**src/rtl/amdc_pkg.sv**
```systemverilog
`timescale 1ns / 1ps
`default_nettype none

package amdc_pkg;

    localparam int unsigned RES_W   = 28;
    localparam int unsigned EQ_W    = 19;
    localparam int unsigned DUR_W   = 16;
    localparam int unsigned GAIN_W  = 16;

    localparam int unsigned IN_TDATA_W  = 96;
    localparam int unsigned OUT_TDATA_W = 40;
    localparam int unsigned OUT_TUSER_W = 2;
    localparam int unsigned CFG_IDX_W   = 3;
    localparam int unsigned CFG_DATA_W  = 19;

    // Product gain * |error| * 100 and the quotient after the Q8 shift.
    localparam int unsigned PROD_W  = 50;
    localparam int unsigned DIV_DW  = PROD_W - 8;
    localparam int unsigned DIV_VW  = EQ_W;

    localparam int unsigned EXTRA_GAIN_Q8_DEF = 0;

    localparam logic [EQ_W-1:0]  MAX_MOTOR_EQ = 19'd500000;
    localparam logic [DUR_W-1:0] ISSUE_MIN_CS = 16'd10;

    typedef logic [DUR_W-1:0] t_dur;
    typedef logic [EQ_W-1:0]  t_eq;

endpackage

`default_nettype wire

```
**src/rtl/amdc_div.sv**
```systemverilog
`timescale 1ns / 1ps
`default_nettype none

module amdc_div #(
    parameter int unsigned DW = amdc_pkg::DIV_DW,
    parameter int unsigned VW = amdc_pkg::DIV_VW
) (
    input  wire logic          i_clk,
    input  wire logic          i_rst_n,
    input  wire logic          i_start,
    input  wire logic [DW-1:0] i_dividend,
    input  wire logic [VW-1:0] i_divisor,
    output logic               o_done,
    output logic [DW-1:0]      o_quotient
);
    import amdc_pkg::*;

    localparam int unsigned CNT_W = $clog2(DW + 1);

    logic             r_busy;
    logic             r_done;
    logic [CNT_W-1:0] r_cnt;
    logic [VW-1:0]    r_rem;
    logic [DW-1:0]    r_quo;
    logic [VW-1:0]    r_dvs;

    logic [VW:0]      w_sh;
    logic [VW:0]      w_diff;

    // Restoring division, one quotient bit per cycle, most significant first.
    assign w_sh   = {r_rem, r_quo[DW-1]};
    assign w_diff = w_sh - {1'b0, r_dvs};

    always_ff @(posedge i_clk) begin
        if (!i_rst_n) begin
            r_busy <= 1'b0;
            r_done <= 1'b0;
            r_cnt  <= '0;
        end else begin
            r_done <= 1'b0;
            if (i_start) begin
                r_busy <= 1'b1;
                r_cnt  <= CNT_W'(DW);
            end else if (r_busy) begin
                r_cnt <= r_cnt - 1'b1;
                if (r_cnt == CNT_W'(1)) begin
                    r_busy <= 1'b0;
                    r_done <= 1'b1;
                end
            end
        end
    end

    always_ff @(posedge i_clk) begin
        if (i_start) begin
            r_rem <= '0;
            r_quo <= i_dividend;
            r_dvs <= i_divisor;
        end else if (r_busy) begin
            if (!w_diff[VW]) begin
                r_rem <= w_diff[VW-1:0];
                r_quo <= {r_quo[DW-2:0], 1'b1};
            end else begin
                r_rem <= w_sh[VW-1:0];
                r_quo <= {r_quo[DW-2:0], 1'b0};
            end
        end
    end

    assign o_done     = r_done;
    assign o_quotient = r_quo;

endmodule

`default_nettype wire

```
**src/rtl/anode_move_duration_calc_core.sv**
```systemverilog
`timescale 1ns / 1ps
`default_nettype none

// Works out the direction and length of one anode move per item from the signed
// resistance error, and learns the lowering motor equivalent from the resistance
// change after each issued move. One item is in flight at a time: a raising item,
// or a lowering item with no adaptation due, is offered as a result after a 16-step
// bit-serial gain multiply, a 42-step restoring divider and, with a nonzero extra
// gain, an extra-gain scaling state. A lowering item with adaptation due runs the
// same divider once more for the resistance rate first. The input opens again in
// the same cycle as the result is offered. A finished result waits in the output
// register while the next item is already being taken in; an item that finishes
// while that register is still full holds, and keeps the input closed.
module anode_move_duration_calc_core #(
    parameter int unsigned EXTRA_GAIN_Q8 = amdc_pkg::EXTRA_GAIN_Q8_DEF
) (
    input  wire logic                                i_clk,
    input  wire logic                                i_rst_n,
    // resistance_error[27:0], cycle_resistance[55:28], motor_eq_lower[74:56],
    // motor_eq_raise[93:75], zero fill above
    input  wire logic                                s_tvalid,
    output logic                                     s_tready,
    input  wire logic [amdc_pkg::IN_TDATA_W-1:0]     s_tdata,
    // move_duration[15:0], adapted_motor_eq[34:16], zero fill above
    output logic                                     m_tvalid,
    input  wire logic                                m_tready,
    output logic [amdc_pkg::OUT_TDATA_W-1:0]         m_tdata,
    // direction[0], move_issued[1]
    output logic [amdc_pkg::OUT_TUSER_W-1:0]         m_tuser,
    input  wire logic                                i_cfg_valid,
    output logic                                     o_cfg_ready,
    input  wire logic [amdc_pkg::CFG_IDX_W-1:0]      i_cfg_index,
    input  wire logic [amdc_pkg::CFG_DATA_W-1:0]     i_cfg_data
);
    import amdc_pkg::*;

    localparam logic [GAIN_W-1:0] XG = GAIN_W'(EXTRA_GAIN_Q8);
    localparam int unsigned MCAND_W = RES_W + 7;
    localparam int unsigned GCNT_W  = $clog2(GAIN_W + 1);

    localparam logic [CFG_IDX_W-1:0] CFG_GAIN_LOWER    = 3'd0;
    localparam logic [CFG_IDX_W-1:0] CFG_GAIN_RAISE    = 3'd1;
    localparam logic [CFG_IDX_W-1:0] CFG_DUR_LOWER_MIN = 3'd2;
    localparam logic [CFG_IDX_W-1:0] CFG_DUR_LOWER_MAX = 3'd3;
    localparam logic [CFG_IDX_W-1:0] CFG_DUR_RAISE_MIN = 3'd4;
    localparam logic [CFG_IDX_W-1:0] CFG_DUR_RAISE_MAX = 3'd5;
    localparam logic [CFG_IDX_W-1:0] CFG_MIN_MOTOR_EQ  = 3'd6;
    localparam logic [CFG_IDX_W-1:0] CFG_ADAPT_ENABLE  = 3'd7;

    localparam logic [3:0] S_IDLE      = 4'd0;
    localparam logic [3:0] S_ADIFF     = 4'd1;
    localparam logic [3:0] S_ADIV_GO   = 4'd2;
    localparam logic [3:0] S_ADIV_WAIT = 4'd3;
    localparam logic [3:0] S_MUL_INIT  = 4'd4;
    localparam logic [3:0] S_MUL       = 4'd5;
    localparam logic [3:0] S_DDIV_GO   = 4'd6;
    localparam logic [3:0] S_DDIV_WAIT = 4'd7;
    localparam logic [3:0] S_XGAIN     = 4'd8;
    localparam logic [3:0] S_DONE      = 4'd9;

    function automatic logic [MCAND_W-1:0] f_times100(input logic [RES_W-1:0] v);
        logic [MCAND_W-1:0] e;
        e = MCAND_W'(v);
        return (e << 6) + (e << 5) + (e << 2);
    endfunction

    // Configuration registers.
    logic [GAIN_W-1:0] r_gain_lower;
    logic [GAIN_W-1:0] r_gain_raise;
    t_dur              r_dur_lower_min;
    t_dur              r_dur_lower_max;
    t_dur              r_dur_raise_min;
    t_dur              r_dur_raise_max;
    t_eq               r_min_eq;
    logic              r_adapt_en;

    // Learned state.
    t_eq               r_adapted;
    logic              r_recalc;
    logic [RES_W-1:0]  r_last_res;
    t_dur              r_last_dur;

    // Control.
    logic [3:0]        r_state;
    logic [3:0]        n_state;
    logic [GCNT_W-1:0] r_gcnt;
    logic              r_out_valid;

    // Item datapath.
    logic              r_neg;
    logic              r_use_adapt;
    logic [RES_W-1:0]  r_mag;
    logic [RES_W-1:0]  r_cyc;
    t_eq               r_eq;
    logic [RES_W-1:0]  r_diff;
    logic [MCAND_W-1:0] r_mcand;
    logic [GAIN_W-1:0] r_gsh;
    logic [PROD_W-1:0] r_acc;
    t_eq               r_dvs;
    t_dur              r_dur;

    t_dur              r_out_dur;
    logic              r_out_dir;
    logic              r_out_iss;
    t_eq               r_out_eq;

    logic [RES_W-1:0]  w_err;
    logic              w_err_neg;
    logic              w_accept;
    logic              w_out_free;
    logic              w_div_start;
    logic [DIV_DW-1:0] w_div_dividend;
    logic [DIV_VW-1:0] w_div_divisor;
    logic              w_div_done;
    logic [DIV_DW-1:0] w_quo;
    logic [DIV_DW:0]   w_sum;
    logic [DIV_DW-1:0] w_avg;
    logic [DIV_DW-1:0] w_avg_lo;
    t_eq               w_new_eq;
    t_eq               w_eq_sel;
    t_dur              w_lo;
    t_dur              w_hi;
    t_dur              w_clamped;
    logic [2*DUR_W-1:0] w_xprod;
    t_dur              w_xdur;
    logic              w_issued;

    assign w_err     = s_tdata[RES_W-1:0];
    assign w_err_neg = w_err[RES_W-1];
    assign s_tready  = (r_state == S_IDLE);
    assign w_accept  = s_tvalid && s_tready;
    assign w_out_free = !r_out_valid || m_tready;
    assign o_cfg_ready = 1'b1;

    assign w_div_start    = (r_state == S_ADIV_GO) || (r_state == S_DDIV_GO);
    assign w_div_dividend = (r_state == S_ADIV_GO) ? DIV_DW'(f_times100(r_diff))
                                                   : r_acc[PROD_W-1:8];
    assign w_div_divisor  = (r_state == S_ADIV_GO)
                          ? ((r_last_dur == '0) ? DIV_VW'(1) : DIV_VW'(r_last_dur))
                          : r_dvs;

    amdc_div #(
        .DW(DIV_DW),
        .VW(DIV_VW)
    ) u_div (
        .i_clk      (i_clk),
        .i_rst_n    (i_rst_n),
        .i_start    (w_div_start),
        .i_dividend (w_div_dividend),
        .i_divisor  (w_div_divisor),
        .o_done     (w_div_done),
        .o_quotient (w_quo)
    );

    // The new equivalent is the mean of the old one and the rate, then clamped.
    assign w_sum    = {1'b0, w_quo} + (DIV_DW + 1)'(r_adapted);
    assign w_avg    = w_sum[DIV_DW:1];
    assign w_avg_lo = (w_avg < DIV_DW'(r_min_eq)) ? DIV_DW'(r_min_eq) : w_avg;
    assign w_new_eq = (w_avg_lo > DIV_DW'(MAX_MOTOR_EQ)) ? MAX_MOTOR_EQ
                                                          : w_avg_lo[EQ_W-1:0];

    assign w_eq_sel = r_use_adapt ? r_adapted : r_eq;
    assign w_lo     = r_neg ? r_dur_lower_min : r_dur_raise_min;
    assign w_hi     = r_neg ? r_dur_lower_max : r_dur_raise_max;
    assign w_clamped = (w_quo < DIV_DW'(w_lo)) ? '0
                     : (w_quo > DIV_DW'(w_hi)) ? w_hi
                     : w_quo[DUR_W-1:0];

    assign w_xprod  = (2*DUR_W)'(r_dur) * (2*DUR_W)'(XG);
    assign w_xdur   = (w_xprod[2*DUR_W-1:8] > (2*DUR_W-8)'({DUR_W{1'b1}}))
                    ? {DUR_W{1'b1}} : w_xprod[DUR_W+7:8];
    assign w_issued = (r_dur >= ISSUE_MIN_CS);

    always_comb begin
        n_state = r_state;
        unique case (r_state)
            S_IDLE: begin
                if (w_accept) begin
                    n_state = (w_err_neg && r_adapt_en && r_recalc) ? S_ADIFF : S_MUL_INIT;
                end
            end
            S_ADIFF:     n_state = S_ADIV_GO;
            S_ADIV_GO:   n_state = S_ADIV_WAIT;
            S_ADIV_WAIT: begin
                if (w_div_done) begin
                    n_state = S_MUL_INIT;
                end
            end
            S_MUL_INIT:  n_state = S_MUL;
            S_MUL: begin
                if (r_gcnt == GCNT_W'(1)) begin
                    n_state = S_DDIV_GO;
                end
            end
            S_DDIV_GO:   n_state = S_DDIV_WAIT;
            S_DDIV_WAIT: begin
                if (w_div_done) begin
                    n_state = (XG != '0) ? S_XGAIN : S_DONE;
                end
            end
            S_XGAIN:     n_state = S_DONE;
            S_DONE: begin
                if (w_out_free) begin
                    n_state = S_IDLE;
                end
            end
            default:     n_state = S_IDLE;
        endcase
    end

    always_ff @(posedge i_clk) begin
        if (!i_rst_n) begin
            r_state         <= S_IDLE;
            r_out_valid     <= 1'b0;
            r_gain_lower    <= 16'd256;
            r_gain_raise    <= 16'd256;
            r_dur_lower_min <= 16'd10;
            r_dur_lower_max <= 16'd1000;
            r_dur_raise_min <= 16'd10;
            r_dur_raise_max <= 16'd1000;
            r_min_eq        <= 19'd1000;
            r_adapt_en      <= 1'b0;
            r_adapted       <= MAX_MOTOR_EQ;
            r_recalc        <= 1'b0;
            r_last_res      <= '0;
            r_last_dur      <= '0;
        end else begin
            r_state <= n_state;

            if (i_cfg_valid) begin
                unique case (i_cfg_index)
                    CFG_GAIN_LOWER:    r_gain_lower    <= i_cfg_data[GAIN_W-1:0];
                    CFG_GAIN_RAISE:    r_gain_raise    <= i_cfg_data[GAIN_W-1:0];
                    CFG_DUR_LOWER_MIN: r_dur_lower_min <= i_cfg_data[DUR_W-1:0];
                    CFG_DUR_LOWER_MAX: r_dur_lower_max <= i_cfg_data[DUR_W-1:0];
                    CFG_DUR_RAISE_MIN: r_dur_raise_min <= i_cfg_data[DUR_W-1:0];
                    CFG_DUR_RAISE_MAX: r_dur_raise_max <= i_cfg_data[DUR_W-1:0];
                    CFG_MIN_MOTOR_EQ:  r_min_eq        <= i_cfg_data[EQ_W-1:0];
                    CFG_ADAPT_ENABLE:  r_adapt_en      <= i_cfg_data[0];
                endcase
            end

            if ((r_state == S_ADIV_WAIT) && w_div_done) begin
                r_adapted <= w_new_eq;
                r_recalc  <= 1'b0;
            end

            if ((r_state == S_DONE) && w_out_free) begin
                r_out_valid <= 1'b1;
                if (w_issued) begin
                    r_recalc   <= 1'b1;
                    r_last_dur <= r_dur;
                    r_last_res <= r_cyc;
                end
            end else if (m_tready) begin
                r_out_valid <= 1'b0;
            end
        end
    end

    always_ff @(posedge i_clk) begin
        if (w_accept) begin
            r_neg       <= w_err_neg;
            r_use_adapt <= w_err_neg && r_adapt_en;
            r_mag       <= w_err_neg ? RES_W'(~w_err + 1'b1) : w_err;
            r_cyc       <= s_tdata[2*RES_W-1:RES_W];
            r_eq        <= w_err_neg ? s_tdata[2*RES_W+EQ_W-1:2*RES_W]
                                     : s_tdata[2*RES_W+2*EQ_W-1:2*RES_W+EQ_W];
        end

        if (r_state == S_ADIFF) begin
            r_diff <= (r_last_res >= r_cyc) ? (r_last_res - r_cyc) : (r_cyc - r_last_res);
        end

        // Gain bits enter most significant first; the accumulator doubles each step.
        if (r_state == S_MUL_INIT) begin
            r_mcand <= f_times100(r_mag);
            r_gsh   <= r_neg ? r_gain_lower : r_gain_raise;
            r_acc   <= '0;
            r_gcnt  <= GCNT_W'(GAIN_W);
            r_dvs   <= (w_eq_sel == '0) ? EQ_W'(1) : w_eq_sel;
        end else if (r_state == S_MUL) begin
            r_acc  <= (r_acc << 1) + (r_gsh[GAIN_W-1] ? PROD_W'(r_mcand) : '0);
            r_gsh  <= r_gsh << 1;
            r_gcnt <= r_gcnt - 1'b1;
        end

        if ((r_state == S_DDIV_WAIT) && w_div_done) begin
            r_dur <= w_clamped;
        end else if (r_state == S_XGAIN) begin
            r_dur <= w_xdur;
        end

        if ((r_state == S_DONE) && w_out_free) begin
            r_out_dur <= r_dur;
            r_out_dir <= !r_neg;
            r_out_iss <= w_issued;
            r_out_eq  <= r_adapted;
        end
    end

    assign m_tvalid = r_out_valid;
    assign m_tdata  = {(OUT_TDATA_W - EQ_W - DUR_W)'(0), r_out_eq, r_out_dur};
    assign m_tuser  = {r_out_iss, r_out_dir};

endmodule

`default_nettype wire

```
**config.mk**
```make
export PLATFORM = sky130hd
export DESIGN_NAME = anode_move_duration_calc_core
export DESIGN_NICKNAME = d
export VERILOG_FILES = /design/src/rtl/amdc_pkg.sv /design/src/rtl/amdc_div.sv /design/src/rtl/anode_move_duration_calc_core.sv
export SDC_FILE = /design/constraint.sdc
export NUM_CORES = 2
export LEC_CHECK = 0
export BUFFER_PORTS_ARGS = -buffer_cell sky130_fd_sc_hd__buf_4
export CELL_PAD_IN_SITES_DETAIL_PLACEMENT = 0
export CELL_PAD_IN_SITES_GLOBAL_PLACEMENT = 1
export CORE_MARGIN = 1.5
export CORE_UTILIZATION = 35
export CTS_CLUSTER_DIAMETER = 40
export CTS_CLUSTER_SIZE = 12
export DETAILED_ROUTE_END_ITERATION = 10
export PLACE_DENSITY_LB_ADDON = 0.08
export REMOVE_ABC_BUFFERS = 1
export SYNTH_ARGS = -nofsm -noshare
export SYNTH_HDL_FRONTEND = slang
export SYNTH_HIERARCHICAL = 1
export SYNTH_SLANG_ARGS = --single-unit
```
**constraint.sdc**
```tcl
create_clock -name i_clk -period 12.18 [get_ports i_clk]
set_input_delay 3.654 -clock i_clk [delete_from_list [all_inputs] [get_ports i_clk]]
set_output_delay 3.654 -clock i_clk [all_outputs]
set_load 0.05 [all_outputs]
```
==> summary.md <==
| Metric | Value |
|---|---|
| Ys Warns | 6 |
| Internal Pwr Total | 6.08 mW |
| Drt first pass iters | 5 |
| Pwr/cell area | 248 nW/um^2 |
| WHS Path Cells | 2 |
| Max VDD drop | 126 uV |
| Status | finished clean |
| Crit. path cell count | 2 |
| Row cnt | 115 |
| Post-DP HPWL | roughly 77,000 um |
| Fin crit period | 6.24 ns |
| Vias/cell | 5.24 |
| WHS Endpoint | r_recalc$_SDFF_PN0_ |
| Final setup viols | 0 |
| Setup TNS | 0 ns |
| Yosys reg bits | 552 |
| Starting DRT DRC Count | 1,603 |
| Post-cts repair resize count | 0 |
| Clk slew on worst S/H paths | 0.05 ns |
| Initial antenna violation count | 4 |
| Switching power share of the total | 39.4% |
| Vias in the first global route | between 20,000 and 30,000 |
| Clock Latency Late Sink | 0.70 ns |
| TritonCTS buffer count | 105 |
| Fraction of layout cells with a size suffix above 1 | 13.2% |
| Sequential share of the synthesized area | 40.3% |
| Largest net degree at the start of global routing | 84 |
| Post-route ant nets | 0 |
| Total grt overflow | 0 |
| TritonCTS Sinks | 552 |
| Reg power frac | 29.7% |
| Mapped Avg Cell Area | 9.21 sq um |
| Synthesized area | 34,500 sq um |
| Final hold vios | 0 |
| Area share of the largest cell type after synthesis | 25.0% |
| First-pass GRT wire length | 159,000 um |
| Area leader, netlist | edfxtp_1 |
| Layout area overhead | 17.2% |
| Post-synth ARST share | 0% |
| Placer Congestion | ~0.87 |
| NumNets Final | 4,298 |
| Cell area after layout | slightly above 40,000 sq um |
| CP Class | flop to primary output |
| Worst Tran Pin Value | around 1.2 ns |
| Clk buf depth | 3 |
| Hold Path Origin | r_recalc$_SDFF_PN0_ |
| Synthesized instance count | around 3,800 |
| RSZ-0062 raised after global routing | false |
| Die X-Extent | 317 um |
| Clock share of power | 29.3% |
| CTS Hold Buffers Added | 0 |
| Worst min-delay path class | flop to flop |
| Crit end category | primary output |
| EDFF count, synth | 287 |
| Delay-heaviest family, CP | simple AND/OR/NAND/NOR gates |
| Yosys cell types | 89 |
| WP data arrival | 2.58 ns |
| Tcrit/Tclk final | 51.2% |
| Setup Buffers After CTS | 0 |
| Max-slew violations | 0 |
| NetSw | 3.96 mW |
| R2R depth | 14 |
| Crit start category | flop |
| Largest cells by area after synthesis | edfxtp_1 (25%), dfxtp_1 (15%), ha_1 (8.8%) |
| Root Buffer | clkbuf_16 |
| Comb pwr share | between 40% and 50% |
| Worst Path Buf+Inv | 1 |
| CP max-delay cell | nor4_1 |
| CTS tree | yes |
| Placed inst area | 36,800 sq um |
| Worst rel slew slack | 19.5% |
| Drt wl/cell | 19.9 um |
| Ports | 168 |
| GRT Overall Usage | 20.5% |
| R2R Path End | r_adapted[17]$_SDFFE_PN1P_ |
| Die Area | about 100,000 sq um |
| Starting Density | between 30% and 40% |
| Vias after detailed routing | between 20,000 and 30,000 |
| Port buffer count | between 150 and 200 |
| Die height | 317 um |
| Critical Path RT | 8.53 ns |
| Lkg Pwr | 15.6 nW |
| Final clock skew | 0.0422 ns |
| Post-Route WL | 104,000 um |
| Critical-path cell list | nor4_1 > buf_4 |
| R2r setup slk | between 6 and 7 ns |
| H-tree Lvls | 3 |
| Launching point of the worst reg2reg path | u_div/o_quotient[2]$_DFFE_PP_ |
| Core box area | 98,100 sq um |
| Crit-path max cell delay | 1.03 ns |
| Max Freq | approximately 0.16 GHz |
| Synth Flop Type | edfxtp_1 |
| Max Cap Viol | 0 |
| Drc violations | 0 |
| CP Max Fanout | 17 |
-- cells by family (layout without fill, tap and decap cells) --
family,Yosys count,in the layout,synth area share [%]
xor gates and xnor gates,170,170,4.31
other,2,7,0.0218
DFF,552,552,40.3
muxes,166,166,5.13
buffers and inverters,354,568,4.16
and+or+nand+nor,1236,1236,16.4
AOI/OAI and AO/OA,972,972,17.6
adders and majority gates,298,298,12.0
-- cells in the final DEF, fill, tap and decap left out, types with 80 or more instances in the layout --
cell type,instances
buf_4,187
ha_1,243
clkbuf_16,107
o21ai_0,209
inv_1,180
edfxtp_1,287
nand3_1,80
dfxtp_1,265
nand2_1,632
a21oi_1,362
xnor2_1,116
nor2_1,165
mux2_2,88
-- power groups by stage --
stage	logic (mW)	clock network, mW	registers (mW)
CTS	4.16	3.01	2.99
finish	4.12	2.94	2.99
global route	4.63	3.10	3.04
detailed placement	4.14	0	3.02
floorplan	3.06	0	2.86
global placement	4.16	0	3.02
-- worst reg2reg max path, delay by kind of cell, from the launching register on --
kind	cells	cell delay, ns
xor gates and xnor gates	1	0.54
DFF	1	0.58
adders and majority gates	2	0.78
and+or+nand+nor	4	1.03
muxes	1	0.43
AOI/OAI and AO/OA	6	2.20
-- sequential cells by signal (all words and copies together) (netlist names), 19 cells and up --
signal / cells
r_acc: 48
r_diff: 28
r_min_eq: 19
r_out_eq: 19
r_mcand: 33
r_eq: 19
r_dvs: 19
r_cyc: 28
u_div/o_quotient: 42
u_div/r_dvs: 19
r_adapted: 19
r_last_res: 28
r_mag: 28
u_div/r_rem: 19
-- worst max path at each step --
| stage | startpoint | endpoint | slack (ns) |
|---|---|---|---|
| floorplan | m_tready | r_last_dur[7]$_SDFFE_PN0P_ | 4.78 |
| global placement | s_tdata[5] | r_mag[25]$_DFFE_PP_ | 5.48 |
| detailed placement | s_tdata[5] | r_mag[25]$_DFFE_PP_ | 5.49 |
| CTS | r_state[2]$_SDFFE_PN0P_ | s_tready | 5.83 |
| global route | r_state[2]$_SDFFE_PN0P_ | s_tready | 5.81 |
| finish | r_state[2]$_SDFFE_PN0P_ | s_tready | 5.94 |
-- layout make-up --
| class | instances | area, sq um |
|---|---|---|
| clock inverters | 73 | 817 |
| well taps | 1287 | 1610 |
| inverters | 183 | 689 |
| fillers | 9821 | 57700 |
| clock buffers | 125 | 2800 |
| diodes | 1 | 2.50 |
| multi-input cells | 2848 | 19200 |
| repair buffers | 187 | 1400 |
| flip-flops and latches | 552 | 13900 |
-- synthesized netlist by cell type (55+ instances only) --
master,number
mux2_2,88
a21o_1,70
ha_1,243
fa_1,55
xnor2_1,116
nand3_1,80
mux2i_1,78
and2_1,59
inv_1,181
a21oi_1,362
o21ai_0,209
nand2_1,635
edfxtp_1,287
nor2_1,168
dfxtp_1,265
clkbuf_1,132
-- per-stage QoR --
stage / instances / util (%) / power [mW] / setup WS, ns / hold WS, ns
2_1_floorplan: 3583 / - / 5.92 / 4.78 / 0.426
3_3_place_gp: 5057 / 37.5 / 7.18 / 5.48 / 0.437
3_5_place_dp: 5057 / 37.5 / 7.16 / 5.49 / 0.442
4_1_cts: 5255 / 41.2 / 10.2 / 5.83 / 0.449
5_1_grt: 5255 / 41.2 / 10.8 / 5.81 / 0.464
6_report: 5256 / 41.2 / 10.0 / 5.94 / 0.450
-- per-layer routing --
layer | track usage, % | vias up | wire, um
li1 | - | 13800 | -
met1 | 27.3 | 13000 | 47900
met2 | 33.3 | 596 | 48600
met3 | 3.07 | 137 | 4550
met4 | 7.91 | 0 | 3380
met5 | 0 | - | 0
Power figures use the tool's default switching activity.
